File: config.mk
export PLATFORM = sky130hd
export DESIGN_NAME = sorted_priority_queue_flat
export DESIGN_NICKNAME = d
export VERILOG_FILES = /design/src/rtl/core/spq_pkg.sv /design/src/rtl/core/spq_if.sv /design/src/rtl/core/spq_cell.sv /design/src/rtl/core/sorted_priority_queue.sv /design/src/flat_wrapper.sv
export SDC_FILE = /design/constraint.sdc
export NUM_CORES = 2
export LEC_CHECK = 0
export ABC_CLOCK_PERIOD_IN_PS = 5400
export BUFFER_PORTS_ARGS = -buffer_cell sky130_fd_sc_hd__buf_2
export CORE_UTILIZATION = 58
export DETAILED_ROUTE_END_ITERATION = 6
export GPL_TIMING_DRIVEN = 0
export HOLD_SLACK_MARGIN = 0.02
export PLACE_DENSITY = 0.87
export REMOVE_ABC_BUFFERS = 1
export SKIP_LAST_GASP = 1
export SLEW_MARGIN = 5
export SYNTH_ARGS = -nofsm -noshare
export SYNTH_HDL_FRONTEND = slang
export SYNTH_SLANG_ARGS = --single-unit
File: constraint.sdc
create_clock -name clock -period 5.4 [get_ports clock]
set_input_delay 1.08 -clock clock [delete_from_list [all_inputs] [get_ports clock]]
set_output_delay 1.08 -clock clock [all_outputs]
set_load 0.005 [all_outputs]
File: src/rtl/core/spq_pkg.sv
// ----------------------------------------------------------------------------
// spq_pkg: shared types for the sorted priority queue
// Holds the command and status codes, the data type and the per-cell control
// struct that the top level hands to each cell.
// ----------------------------------------------------------------------------
package spq_pkg;

   localparam int unsigned DataW  = 32;
   localparam int unsigned CountW = 5;

   typedef logic signed [DataW-1:0] data_type;
   typedef logic [CountW-1:0]       count_type;

   typedef enum logic [0:0] {
      CMD_INSERT = 1'b0,
      CMD_REMOVE = 1'b1
   } cmd_type;

   typedef enum logic [1:0] {
      ST_INSERTED = 2'd0,
      ST_FULL     = 2'd1,
      ST_REMOVED  = 2'd2,
      ST_EMPTY    = 2'd3
   } status_type;

   // per-cell control for one cycle
   typedef struct packed {
      logic ins;       // an insert that is taken this cycle while the queue is not full
      logic rem;       // a remove that is taken this cycle while the queue is not empty
      logic occupied;  // cell index is below the entry count
      logic ge_prev;   // left neighbor yields its place to the new word
   } cell_ctl_type;

endpackage

File: src/rtl/core/spq_if.sv
// ----------------------------------------------------------------------------
// spq_if: valid/ready channels of the sorted priority queue
// Request channel carries a command and a value, response channel carries
// status, removed value and entry count.
// ----------------------------------------------------------------------------
interface spq_req_if;
   logic             valid;
   logic             ready;
   spq_pkg::cmd_type cmd;
   logic signed [31:0] value;

   modport source (output valid, output cmd, output value, input ready);
   modport sink   (input valid, input cmd, input value, output ready);
endinterface

interface spq_rsp_if;
   logic                valid;
   logic                ready;
   spq_pkg::status_type status;
   logic signed [31:0]  removed_value;
   logic [4:0]          count;

   modport source (output valid, output status, output removed_value, output count,
                   input ready);
   modport sink   (input valid, input status, input removed_value, input count,
                   output ready);
endinterface

File: src/rtl/core/spq_cell.sv
// ----------------------------------------------------------------------------
// spq_cell: one slot of the sorted chain
// Holds one word, compares it against the incoming word and picks its next
// value from itself, the new word, the left neighbor or the right neighbor.
// ----------------------------------------------------------------------------
module spq_cell (
   input  logic                  clock,
   input  spq_pkg::cell_ctl_type ctl,
   input  spq_pkg::data_type     new_word,
   input  spq_pkg::data_type     left_word,
   input  spq_pkg::data_type     right_word,
   output spq_pkg::data_type     word,
   output logic                  ge
);
   import spq_pkg::*;

   data_type word_ff;
   data_type word_in;

   // an empty slot always yields, so the new word lands at the first free slot
   assign ge   = !ctl.occupied || (new_word >= word_ff);
   assign word = word_ff;

   always_comb begin
      word_in = word_ff;
      if (ctl.ins) begin
         if (ctl.ge_prev) begin
            word_in = left_word;
         end else if (ge) begin
            word_in = new_word;
         end
      end else if (ctl.rem) begin
         word_in = right_word;
      end
   end

   always_ff @(posedge clock) begin
      word_ff <= word_in;
   end

endmodule

File: src/rtl/core/sorted_priority_queue.sv
// ----------------------------------------------------------------------------
// sorted_priority_queue: fixed-capacity priority queue in a chain of cells
// Keeps signed words in descending order; insert places the new word ahead of
// the first stored word it is greater than or equal to, remove pops the top.
// ----------------------------------------------------------------------------
//
//   channel   dir   payload                         accepted when
//   req_chan  in    cmd, value                      valid && ready
//   rsp_chan  out   status, removed_value, count    valid && ready
//
// every cell compares and shifts in the same cycle; the response appears in the
// output register in the cycle after the request is taken
// request ready is high whenever the output register is free or being taken,
// so a new word enters while the previous response is handed over
// reset clears the entry count and the response valid; slot contents are
// never read above the count and need no clearing
//
module sorted_priority_queue #(
   parameter int unsigned CAPACITY = 16
) (
   input logic       clock,
   input logic       reset,
   spq_req_if.sink   req_chan,
   spq_rsp_if.source rsp_chan
);
   import spq_pkg::*;

   localparam int unsigned CntW = $clog2(CAPACITY + 1);

   // entry count
   logic [CntW-1:0] cnt_ff;
   logic [CntW-1:0] cnt_in;

   // response register
   logic       rsp_valid_ff;
   logic       rsp_valid_in;
   status_type rsp_status_ff;
   status_type rsp_status_in;
   data_type   rsp_value_ff;
   data_type   rsp_value_in;
   count_type  rsp_count_ff;
   count_type  rsp_count_in;

   // chain wiring
   data_type     cell_word [CAPACITY];
   logic         cell_ge   [CAPACITY];
   cell_ctl_type cell_ctl  [CAPACITY];

   logic req_take;
   logic is_full;
   logic is_empty;
   logic do_ins;
   logic do_rem;
   logic [CntW+CountW-1:0] cnt_ext;

   // output register frees up when the current response is taken
   assign req_chan.ready = !rsp_valid_ff || rsp_chan.ready;
   assign req_take       = req_chan.valid && req_chan.ready;

   assign is_full  = (cnt_ff == CntW'(CAPACITY));
   assign is_empty = (cnt_ff == '0);
   assign do_ins   = req_take && (req_chan.cmd == CMD_INSERT) && !is_full;
   assign do_rem   = req_take && (req_chan.cmd == CMD_REMOVE) && !is_empty;

   // the row of cells; neighbors at the ends are don't-care words
   for (genvar i = 0; i < CAPACITY; i++) begin : g_cell
      data_type left_word;
      data_type right_word;

      if (i == 0) begin : g_first
         assign left_word = req_chan.value;
      end else begin : g_left
         assign left_word = cell_word[i-1];
      end

      if (i == CAPACITY - 1) begin : g_last
         assign right_word = cell_word[i];
      end else begin : g_right
         assign right_word = cell_word[i+1];
      end

      always_comb begin
         cell_ctl[i].ins      = do_ins;
         cell_ctl[i].rem      = do_rem;
         cell_ctl[i].occupied = (CntW'(i) < cnt_ff);
         // ge is monotonic along the sorted row, so the left flag marks
         // the cells behind the insertion point
         cell_ctl[i].ge_prev  = (i == 0) ? 1'b0 : cell_ge[(i == 0) ? 0 : i-1];
      end

      spq_cell u_cell (
         .clock      (clock),
         .ctl        (cell_ctl[i]),
         .new_word   (req_chan.value),
         .left_word  (left_word),
         .right_word (right_word),
         .word       (cell_word[i]),
         .ge         (cell_ge[i])
      );
   end

   always_comb begin
      cnt_in = cnt_ff;
      if (do_ins) begin
         cnt_in = cnt_ff + 1'b1;
      end else if (do_rem) begin
         cnt_in = cnt_ff - 1'b1;
      end
   end

   // count field reports the count modulo 32
   assign cnt_ext = {{CountW{1'b0}}, cnt_in};

   always_comb begin
      rsp_valid_in  = rsp_valid_ff && !rsp_chan.ready;
      rsp_status_in = rsp_status_ff;
      rsp_value_in  = rsp_value_ff;
      rsp_count_in  = rsp_count_ff;
      if (req_take) begin
         rsp_valid_in = 1'b1;
         rsp_value_in = '0;
         rsp_count_in = cnt_ext[CountW-1:0];
         unique case (req_chan.cmd)
            CMD_INSERT: begin
               rsp_status_in = is_full ? ST_FULL : ST_INSERTED;
            end
            CMD_REMOVE: begin
               rsp_status_in = is_empty ? ST_EMPTY : ST_REMOVED;
               if (!is_empty) begin
                  rsp_value_in = cell_word[0];
               end
            end
            default: begin
               rsp_status_in = ST_EMPTY;
            end
         endcase
      end
   end

   always_ff @(posedge clock) begin
      if (reset) begin
         cnt_ff       <= '0;
         rsp_valid_ff <= 1'b0;
      end else begin
         cnt_ff       <= cnt_in;
         rsp_valid_ff <= rsp_valid_in;
      end
   end

   always_ff @(posedge clock) begin
      rsp_status_ff <= rsp_status_in;
      rsp_value_ff  <= rsp_value_in;
      rsp_count_ff  <= rsp_count_in;
   end

   assign rsp_chan.valid         = rsp_valid_ff;
   assign rsp_chan.status        = rsp_status_ff;
   assign rsp_chan.removed_value = rsp_value_ff;
   assign rsp_chan.count         = rsp_count_ff;

   // ---------------------------------------------------------------------
   // assertions
   // ---------------------------------------------------------------------

   // entry count stays within capacity
   a_cnt_range: assert property (@(posedge clock) disable iff (reset)
      cnt_ff <= CntW'(CAPACITY))
      else $error("entry count above capacity");

   // every accepted word produces a response in the next cycle
   a_rsp_follows: assert property (@(posedge clock) disable iff (reset)
      req_take |=> rsp_valid_ff)
      else $error("accepted word without response");

   // the two front slots stay in descending order
   a_front_sorted: assert property (@(posedge clock) disable iff (reset)
      (cnt_ff >= CntW'(2)) |-> (cell_word[0] >= cell_word[1]))
      else $error("front of queue out of order");

   // a rejected insert leaves the count unchanged
   a_full_hold: assert property (@(posedge clock) disable iff (reset)
      (req_take && req_chan.cmd == CMD_INSERT && is_full) |=> (cnt_ff == $past(cnt_ff)))
      else $error("full insert changed the count");

endmodule
File: src/flat_wrapper.sv
// flat-port wrapper written by rule: the top's interface ports become plain ports
module sorted_priority_queue_flat import spq_pkg::*;
#(
   parameter int unsigned CAPACITY = 16
)
  (clock, reset, req_chan_valid, req_chan_cmd, req_chan_value, req_chan_ready, rsp_chan_valid, rsp_chan_status, rsp_chan_removed_value, rsp_chan_count, rsp_chan_ready);
  spq_req_if req_chan_i ();
  spq_rsp_if rsp_chan_i ();
  input logic clock;
  input logic reset;
  input wire logic [$bits(req_chan_i.valid)-1:0] req_chan_valid;
  input wire logic [$bits(req_chan_i.cmd)-1:0] req_chan_cmd;
  input wire logic [$bits(req_chan_i.value)-1:0] req_chan_value;
  output wire logic [$bits(req_chan_i.ready)-1:0] req_chan_ready;
  output wire logic [$bits(rsp_chan_i.valid)-1:0] rsp_chan_valid;
  output wire logic [$bits(rsp_chan_i.status)-1:0] rsp_chan_status;
  output wire logic [$bits(rsp_chan_i.removed_value)-1:0] rsp_chan_removed_value;
  output wire logic [$bits(rsp_chan_i.count)-1:0] rsp_chan_count;
  input wire logic [$bits(rsp_chan_i.ready)-1:0] rsp_chan_ready;
  assign req_chan_i.valid = req_chan_valid;
  assign req_chan_i.cmd = req_chan_cmd;
  assign req_chan_i.value = req_chan_value;
  assign req_chan_ready = req_chan_i.ready;
  assign rsp_chan_valid = rsp_chan_i.valid;
  assign rsp_chan_status = rsp_chan_i.status;
  assign rsp_chan_removed_value = rsp_chan_i.removed_value;
  assign rsp_chan_count = rsp_chan_i.count;
  assign rsp_chan_i.ready = rsp_chan_ready;
  sorted_priority_queue #(.CAPACITY(CAPACITY)) u_core (.clock(clock), .reset(reset), .req_chan(req_chan_i), .rsp_chan(rsp_chan_i));
endmodule
# --- After elaboration in Yosys (flattened, before gate mapping) ---
# Cells that the tools add are included.
word_totals:
  out_inout_bits: 41
  in_bits: 37
  wordCells: 202
  ff_bits: 557
op_classes:
  n_reduce_logical: 63
  magnitude_cmp: 32
  muxes: 67
  n_eq_ne: 16
  add_sub_neg: 2
  n_bitwise: 1
ops:
  columns: ["cell", "n"]
  rows:
  - ["$mux 32", 61]
  - ["$ge 32x32->1", 16]
  - ["$ne 3x3->1 const B", 14]
  - ["$lt 4x5->1 const A", 8]
  - ["$reduce_and 2->1", 16]
  - ["$logic_not 1->1", 20]
  - ["$lt 3x5->1 const A", 4]
  - ["$logic_or 1x1->1", 17]
  - ["$lt 1x5->1 const A", 2]
  - ["$lt 2x5->1 const A", 2]
  - ["$mux 5", 2]
  - ["$logic_and 1x1->1", 6]
  - ["$add 5x1->5 const B", 1]
  - ["$eq 5x5->1 const B", 1]
  - ["$logic_not 5->1", 1]
  - ["$sub 5x1->5 const B", 1]
  - ["$pmux 2 s2", 1]
  - ["$reduce_bool 2->1", 2]
  - ["$mux 1", 3]
  - ["$ne 2x2->1 const B", 1]
  - ["$reduce_or 2->1", 1]
  - ["$not 1->1", 1]

# --- Longest topological paths before layout ---
depth:
  ltp_word: 7
  depth_mapped: 12
  depth_no_buf: 9

# --- Hierarchy ---
# From an unflattened synthesis, not the netlist that was laid out.
unflattened:
  hier_cells: 4397
  hier_area_um2: 41980.3
by_module_without_submodules:
  columns: ["module", "n_inst", "area_per_inst_um2", "seq_area_each_um2", "cells_per_inst"]
  rows:
  - ["spq_cell", 16, 2492.4, 960.9, 264]
  - ["sorted_priority_queue", 1, 2102.0, 1291.2, 173]

# --- Worst setup path after synthesis ---
# No wires, ideal clock.
synth_path:
  path_type: "input to register"
  startpoint: "input req_chan_value[14]"
  endpoint: "register u_core.g_cell[3].u_cell.word_ff[0], enable pin"
  required_ns: 4.934
  n_path_buf: 0
  cell_stages: 8
  t_arrival_ns: 4.955
  path_slack_ns: -0.020
  setup_ns: 0.466
  cell_sequence: "ha_1 nand4_1 or4_1 a21o_1 a31oi_1 o32a_2 nor3_1 o21ai_0"
synth_via:
  elab_chain_len: 4
  elab_cells_between_ends: 6
  cone_classes: "2 x order compare; 1 x eq/ne; 3 x reduce/logical"
synth_rtl:
  columns: ["item", "line_no", "text"]
  rows:
  - ["from (decl)", "flat_wrapper.sv:13", "input wire logic [$bits(req_chan_i.value)-1:0] req_chan_value;"]
  - ["$ge 32x32->1", "spq_cell.sv:21", "assign ge = !ctl.occupied || (new_word >= word_ff);"]
  - ["$logic_or 1x1->1", "spq_cell.sv:21", null]
  - ["$ne 3x3->1 (no line) (*)", null, null]
  - ["$reduce_and 2->1 (no line) (*)", null, null]
  - ["to (signal assigned)", "spq_cell.sv:38", "word_ff <= word_in;"]
  - ["to (decl)", "spq_cell.sv:17", "data_type word_ff;"]
# Every way passes the cells marked *; elsewhere a longest branch is shown, timed or not.
# A chain may end at the register's enable or synchronous reset.

# --- Worst setup path in the final report ---
layout_path:
  startpoint: "input req_chan_value[14]"
  endpoint: "register u_core.g_cell[13].u_cell.word_ff[30] (data pin)"
layout_via:
  elab_chain_len: 4
layout_rtl:
  columns: ["item", "line_no", "text"]
  rows:
  - ["$ge 32x32->1", "spq_cell.sv:21", null]
  - ["$logic_or 1x1->1", "spq_cell.sv:21", null]
  - ["$mux 32", "spq_cell.sv:27", "if (ctl.ge_prev) begin"]
  - ["$mux 32", "spq_cell.sv:26", "if (ctl.ins) begin"]
  - ["via u_core.g_cell[13].u_cell.word_in[30]", "spq_cell.sv:18", "data_type word_in;"]
  - ["to (signal assigned)", "spq_cell.sv:38", null]
  - ["to (decl)", "spq_cell.sv:17", null]
# The timed path passes the listed nets, and every way through them passes these cells.

==> out/qor.csv <==
stage,metric,value,unit
cts,cell at the root of the clock tree,sky130_fd_sc_hd__clkbuf_16,
die,Chip Height,259.6,microns
logic_synthesis,Post-synth EDFFs,551,
logic_synthesis,share of the synthesized area in the top cell type,43.00,%
setup_path,CP max-delay cell,sky130_fd_sc_hd__nand2_1,
cts,TritonCTS clock tree,built,
grt,fraction of met3 tracks used by global routing,5.175,%
logic_synthesis,top flip-flop cell by instance count after synthesis,sky130_fd_sc_hd__edfxtp_1,
cts,clock edge transition at the registers on the reported setup and hold paths,60,ps
die,Chip Width,259.6,microns
cts,H-tree levels,2,
logic_synthesis,warning count from the yosys run,0,
cts,count of clock tree sinks,557,
hold_path,worst hold-check path type,flip-flop to flip-flop,
detailed_routing,DR vias/cell,7.109,
logic_synthesis,number of synthesized register bits,557,
detailed_routing,first-iteration detailed-routing DRC count,5128,
detailed_routing,remaining antenna violation count after routing,0,
logic_synthesis,post-synth design cell area,38480,sq um
grt,GRT overflow,0,
detailed_routing,WL/cell,24.34,microns
sta,number of endpoints with negative hold slack in the final report,0,
die,Row Count,94,
cts,Max clock buf depth,3,
logic_synthesis,Synth top cells by count,"551 x sky130_fd_sc_hd__edfxtp_1, 515 x sky130_fd_sc_hd__ha_1, 513 x sky130_fd_sc_hd__inv_1, 326 x sky130_fd_sc_hd__nor2_1, 306 x sky130_fd_sc_hd__a221o_1",
grt,initial antenna violation count,2,
setup_path,cells on worst reg2reg path,10,
logic_synthesis,proportion of synthesized flip-flops having asynchronous set or reset,0,%
place,Port Buffers,77,
setup_path,minimum setup slack among reg-to-reg paths,700,ps
hold_path,number of cells traversed by the worst hold path,2,
power,power per unit of standard cell area,311.4,nW/um^2
place,dpl hpwl,80980,microns
grt,fraction of met1 tracks used by global routing,43.63,%
sta,final setup vio count,0,
layout,post-route standard cell area excluding fillers,41820,sq um
detailed_routing,1st-pass router iterations,7,
power,worst-case vdd ir drop,0.2704,mV
sta,Slew Limit Fails,0,
job,number of maximum-capacitance constraint violations,0,
grt,global-route total usage across every layer,32.92,%
logic_synthesis,Synth Area per Inst,10.18,sq um
sta,unrepaired setup endpoints after global routing,false,
setup_path,crit-path cells,"buf_2, ha_1, nand4_1, nor2_1, a221o_1, o31ai_1, nand4b_1, buf_16, nand2_1, o221ai_1",
place,area of placed instances,39940,sq um
layout,number of nets in the final layout,4292,
die,number of top-level pins,78,
cts,number of buffers inserted for hold repair after clock tree synthesis,0,
logic_synthesis,Cell variety after synth,62,
logic_synthesis,synthesized instance count,3780,
die,floorplan core area,65750,sq um
grt,GR Layer Usage met2,53.66,%
setup_path,startpoint type of the worst setup path,input port,
layout,number of inserted filler cells in the final layout,4655,
sta,slew at the pin closest to its max-slew limit,1354,ps
setup_path,"Worst Path Class, Setup",input port to flip-flop,
detailed_routing,via total after detailed routing,33098,
layout,Area Overhead vs Synth,8.672,%
sta,highest attainable clock frequency,192.1,MHz
setup_path,worst setup path startpoint,req_chan_value[14],
power,total power consumption of the routed design,13.02,mW
layout,layout cell share with drive strength beyond 1,7.150,%
setup_path,CP Data Arrival Time,5520,ps
grt,maximum number of pins on one net before global-route repair,84,
sta,final worst-path cycle share,96.38,%
outcome,violated checks,design-rule violations,
place,routability cong.,0.9203,
setup_path,Critical path destination,u_core.g_cell[13].u_cell.word[30],
logic_synthesis,"count leader, synth",sky130_fd_sc_hd__edfxtp_1,
grt,via count of the first global-routing pass,32194,
logic_synthesis,"Seq/Total Area, Yosys",43.31,%
setup_path,Worst setup EP type,flip-flop,
setup_path,peak per-stage delay on the critical path,950,ps
logic_synthesis,leading post-synthesis cells by cell area,"sky130_fd_sc_hd__edfxtp_1 43%, sky130_fd_sc_hd__ha_1 17%, sky130_fd_sc_hd__a221o_1 8.0%",
detailed_routing,routed wire length,113300,microns
detailed_routing,DRC Markers,6,
outcome,outcome,finished with violations,
setup_path,critical path data required time,5720,ps
sta,clock tree skew after final layout,16.56,ps
setup_path,r2r endpoint,u_core.g_cell[13].u_cell.word[30],
cts,worst skew pair latency,660,ps
cts,count of cells resized by post-cts repair,0,
grt,global-route wire length before repair,175900,microns
setup_path,worst-path fanout max,32,
sta,post-layout minimum cycle time,5205,ps
die,Die Outline Area,67380,sq um
setup_path,critical register-to-register path startpoint,u_core.g_cell[12].u_cell.word[7],
logic_synthesis,largest area contributor in the netlist,sky130_fd_sc_hd__edfxtp_1,
die,starting utilization of the core area,58.53,%
cts,number of buffers added for setup after CTS,0,
power,leakage power summed over all cells,17.45,nW
sta,Slew HR,9.728,%
cts,cts bufs inserted,59,
hold_path,startpoint of the worst hold path,u_core.rsp_chan.valid,
grt,Top Usage Layer GRT,met2,
==> worst max-delay path: cells and delay by family <==
kind            cells  cell delay, ps
compound gates      3            1020
fa+ha+maj           1             370
buf+inv             2             940
simple gates        4            2100
==> routing by layer <==
layer  up-vias  routed length (microns)
met2      2611                    52550
li1      14297                        -
met5         -                       22
met3       489                    12680
met4         4                     5168
met1     15697                    42920
==> how the worst min path moves through the flow <==
stage	to	slack (ps)
4_1_cts	u_core.rsp_chan.valid	550
5_1_grt	u_core.rsp_chan.valid	590
6_report	u_core.rsp_chan.valid	540
2_1_floorplan	u_core.rsp_chan.valid	530
3_3_place_gp	u_core.rsp_chan.valid	500
3_5_place_dp	u_core.rsp_chan.valid	530
==> stage by stage <==
stage	worst slack (ps)	setup TNS, ps	hold WS [ps]	std cells	utilization (%)
after floorplan	-8364	-3711390	530.5	3567	-
after global placement	-17100	-8884430	504.2	4508	59.20
after detailed placement	-333.8	-18330	532.7	4543	60.75
after CTS	285.2	0	546.7	4654	63.59
after global routing	51.97	0	585.5	4654	63.60
final	195.3	0	544.2	4656	63.61
==> power breakdown <==
part	total (mW)	switching [mW]	internal (mW)
combinational	3.08	1.92	1.15
sequential	5.83	0.389	5.44
clock	4.11	1.85	2.27
==> cells by family (layout without fill, tap and decap cells) <==
group | Yosys count | count (layout) | share of synthesized area [%]
AOI/OAI and AO/OA | 992 | 992 | 19.49
xor gates and xnor gates | 4 | 4 | 0.09106
adders and majority gates | 515 | 515 | 16.74
buffers and inverters | 726 | 736 | 7.670
DFF | 557 | 557 | 43.31
muxes | 33 | 33 | 0.9657
other | 0 | 2 | 0
and+or+nand+nor | 953 | 953 | 11.73
==> sequential cells by signal (all words and copies together), names as in the netlist <==
name,count
u_core.cnt_ff,5
u_core.g_cell.u_cell.word,512
u_core.rsp_chan.count,5
u_core.rsp_chan.removed_value,32
u_core.rsp_chan.status,2
u_core.rsp_chan.valid,1
==> cells in the final DEF, fill, tap and decap left out, types with 77 or more instances in the layout <==
cell type                  synthesis  routed
sky130_fd_sc_hd__ha_1            515     515
sky130_fd_sc_hd__nand4_1         101     101
sky130_fd_sc_hd__o221ai_1        126     126
sky130_fd_sc_hd__a221o_1         306     306
sky130_fd_sc_hd__o21ai_0         125     124
sky130_fd_sc_hd__a21oi_1         228     225
sky130_fd_sc_hd__nor2_1          326     314
sky130_fd_sc_hd__nand2_1         273     272
sky130_fd_sc_hd__edfxtp_1        551     551
sky130_fd_sc_hd__inv_1           513     512
sky130_fd_sc_hd__buf_2            43      77
==> final cells by class <==
type,instances,area [sq um],share of cell area (%)
Multi-Input combinational cell,2497,19100,45.68
Clock inverter,31,259.0,0.6193
Antenna cell,2,5.005,0.01197
Tap cell,864,1081,2.585
Timing Repair Buffer,112,1175,2.809
Sequential cell,557,16670,39.85
Inverter,513,1926,4.605
Clock buffer,80,1607,3.842
Power figures use the tool's default switching activity.
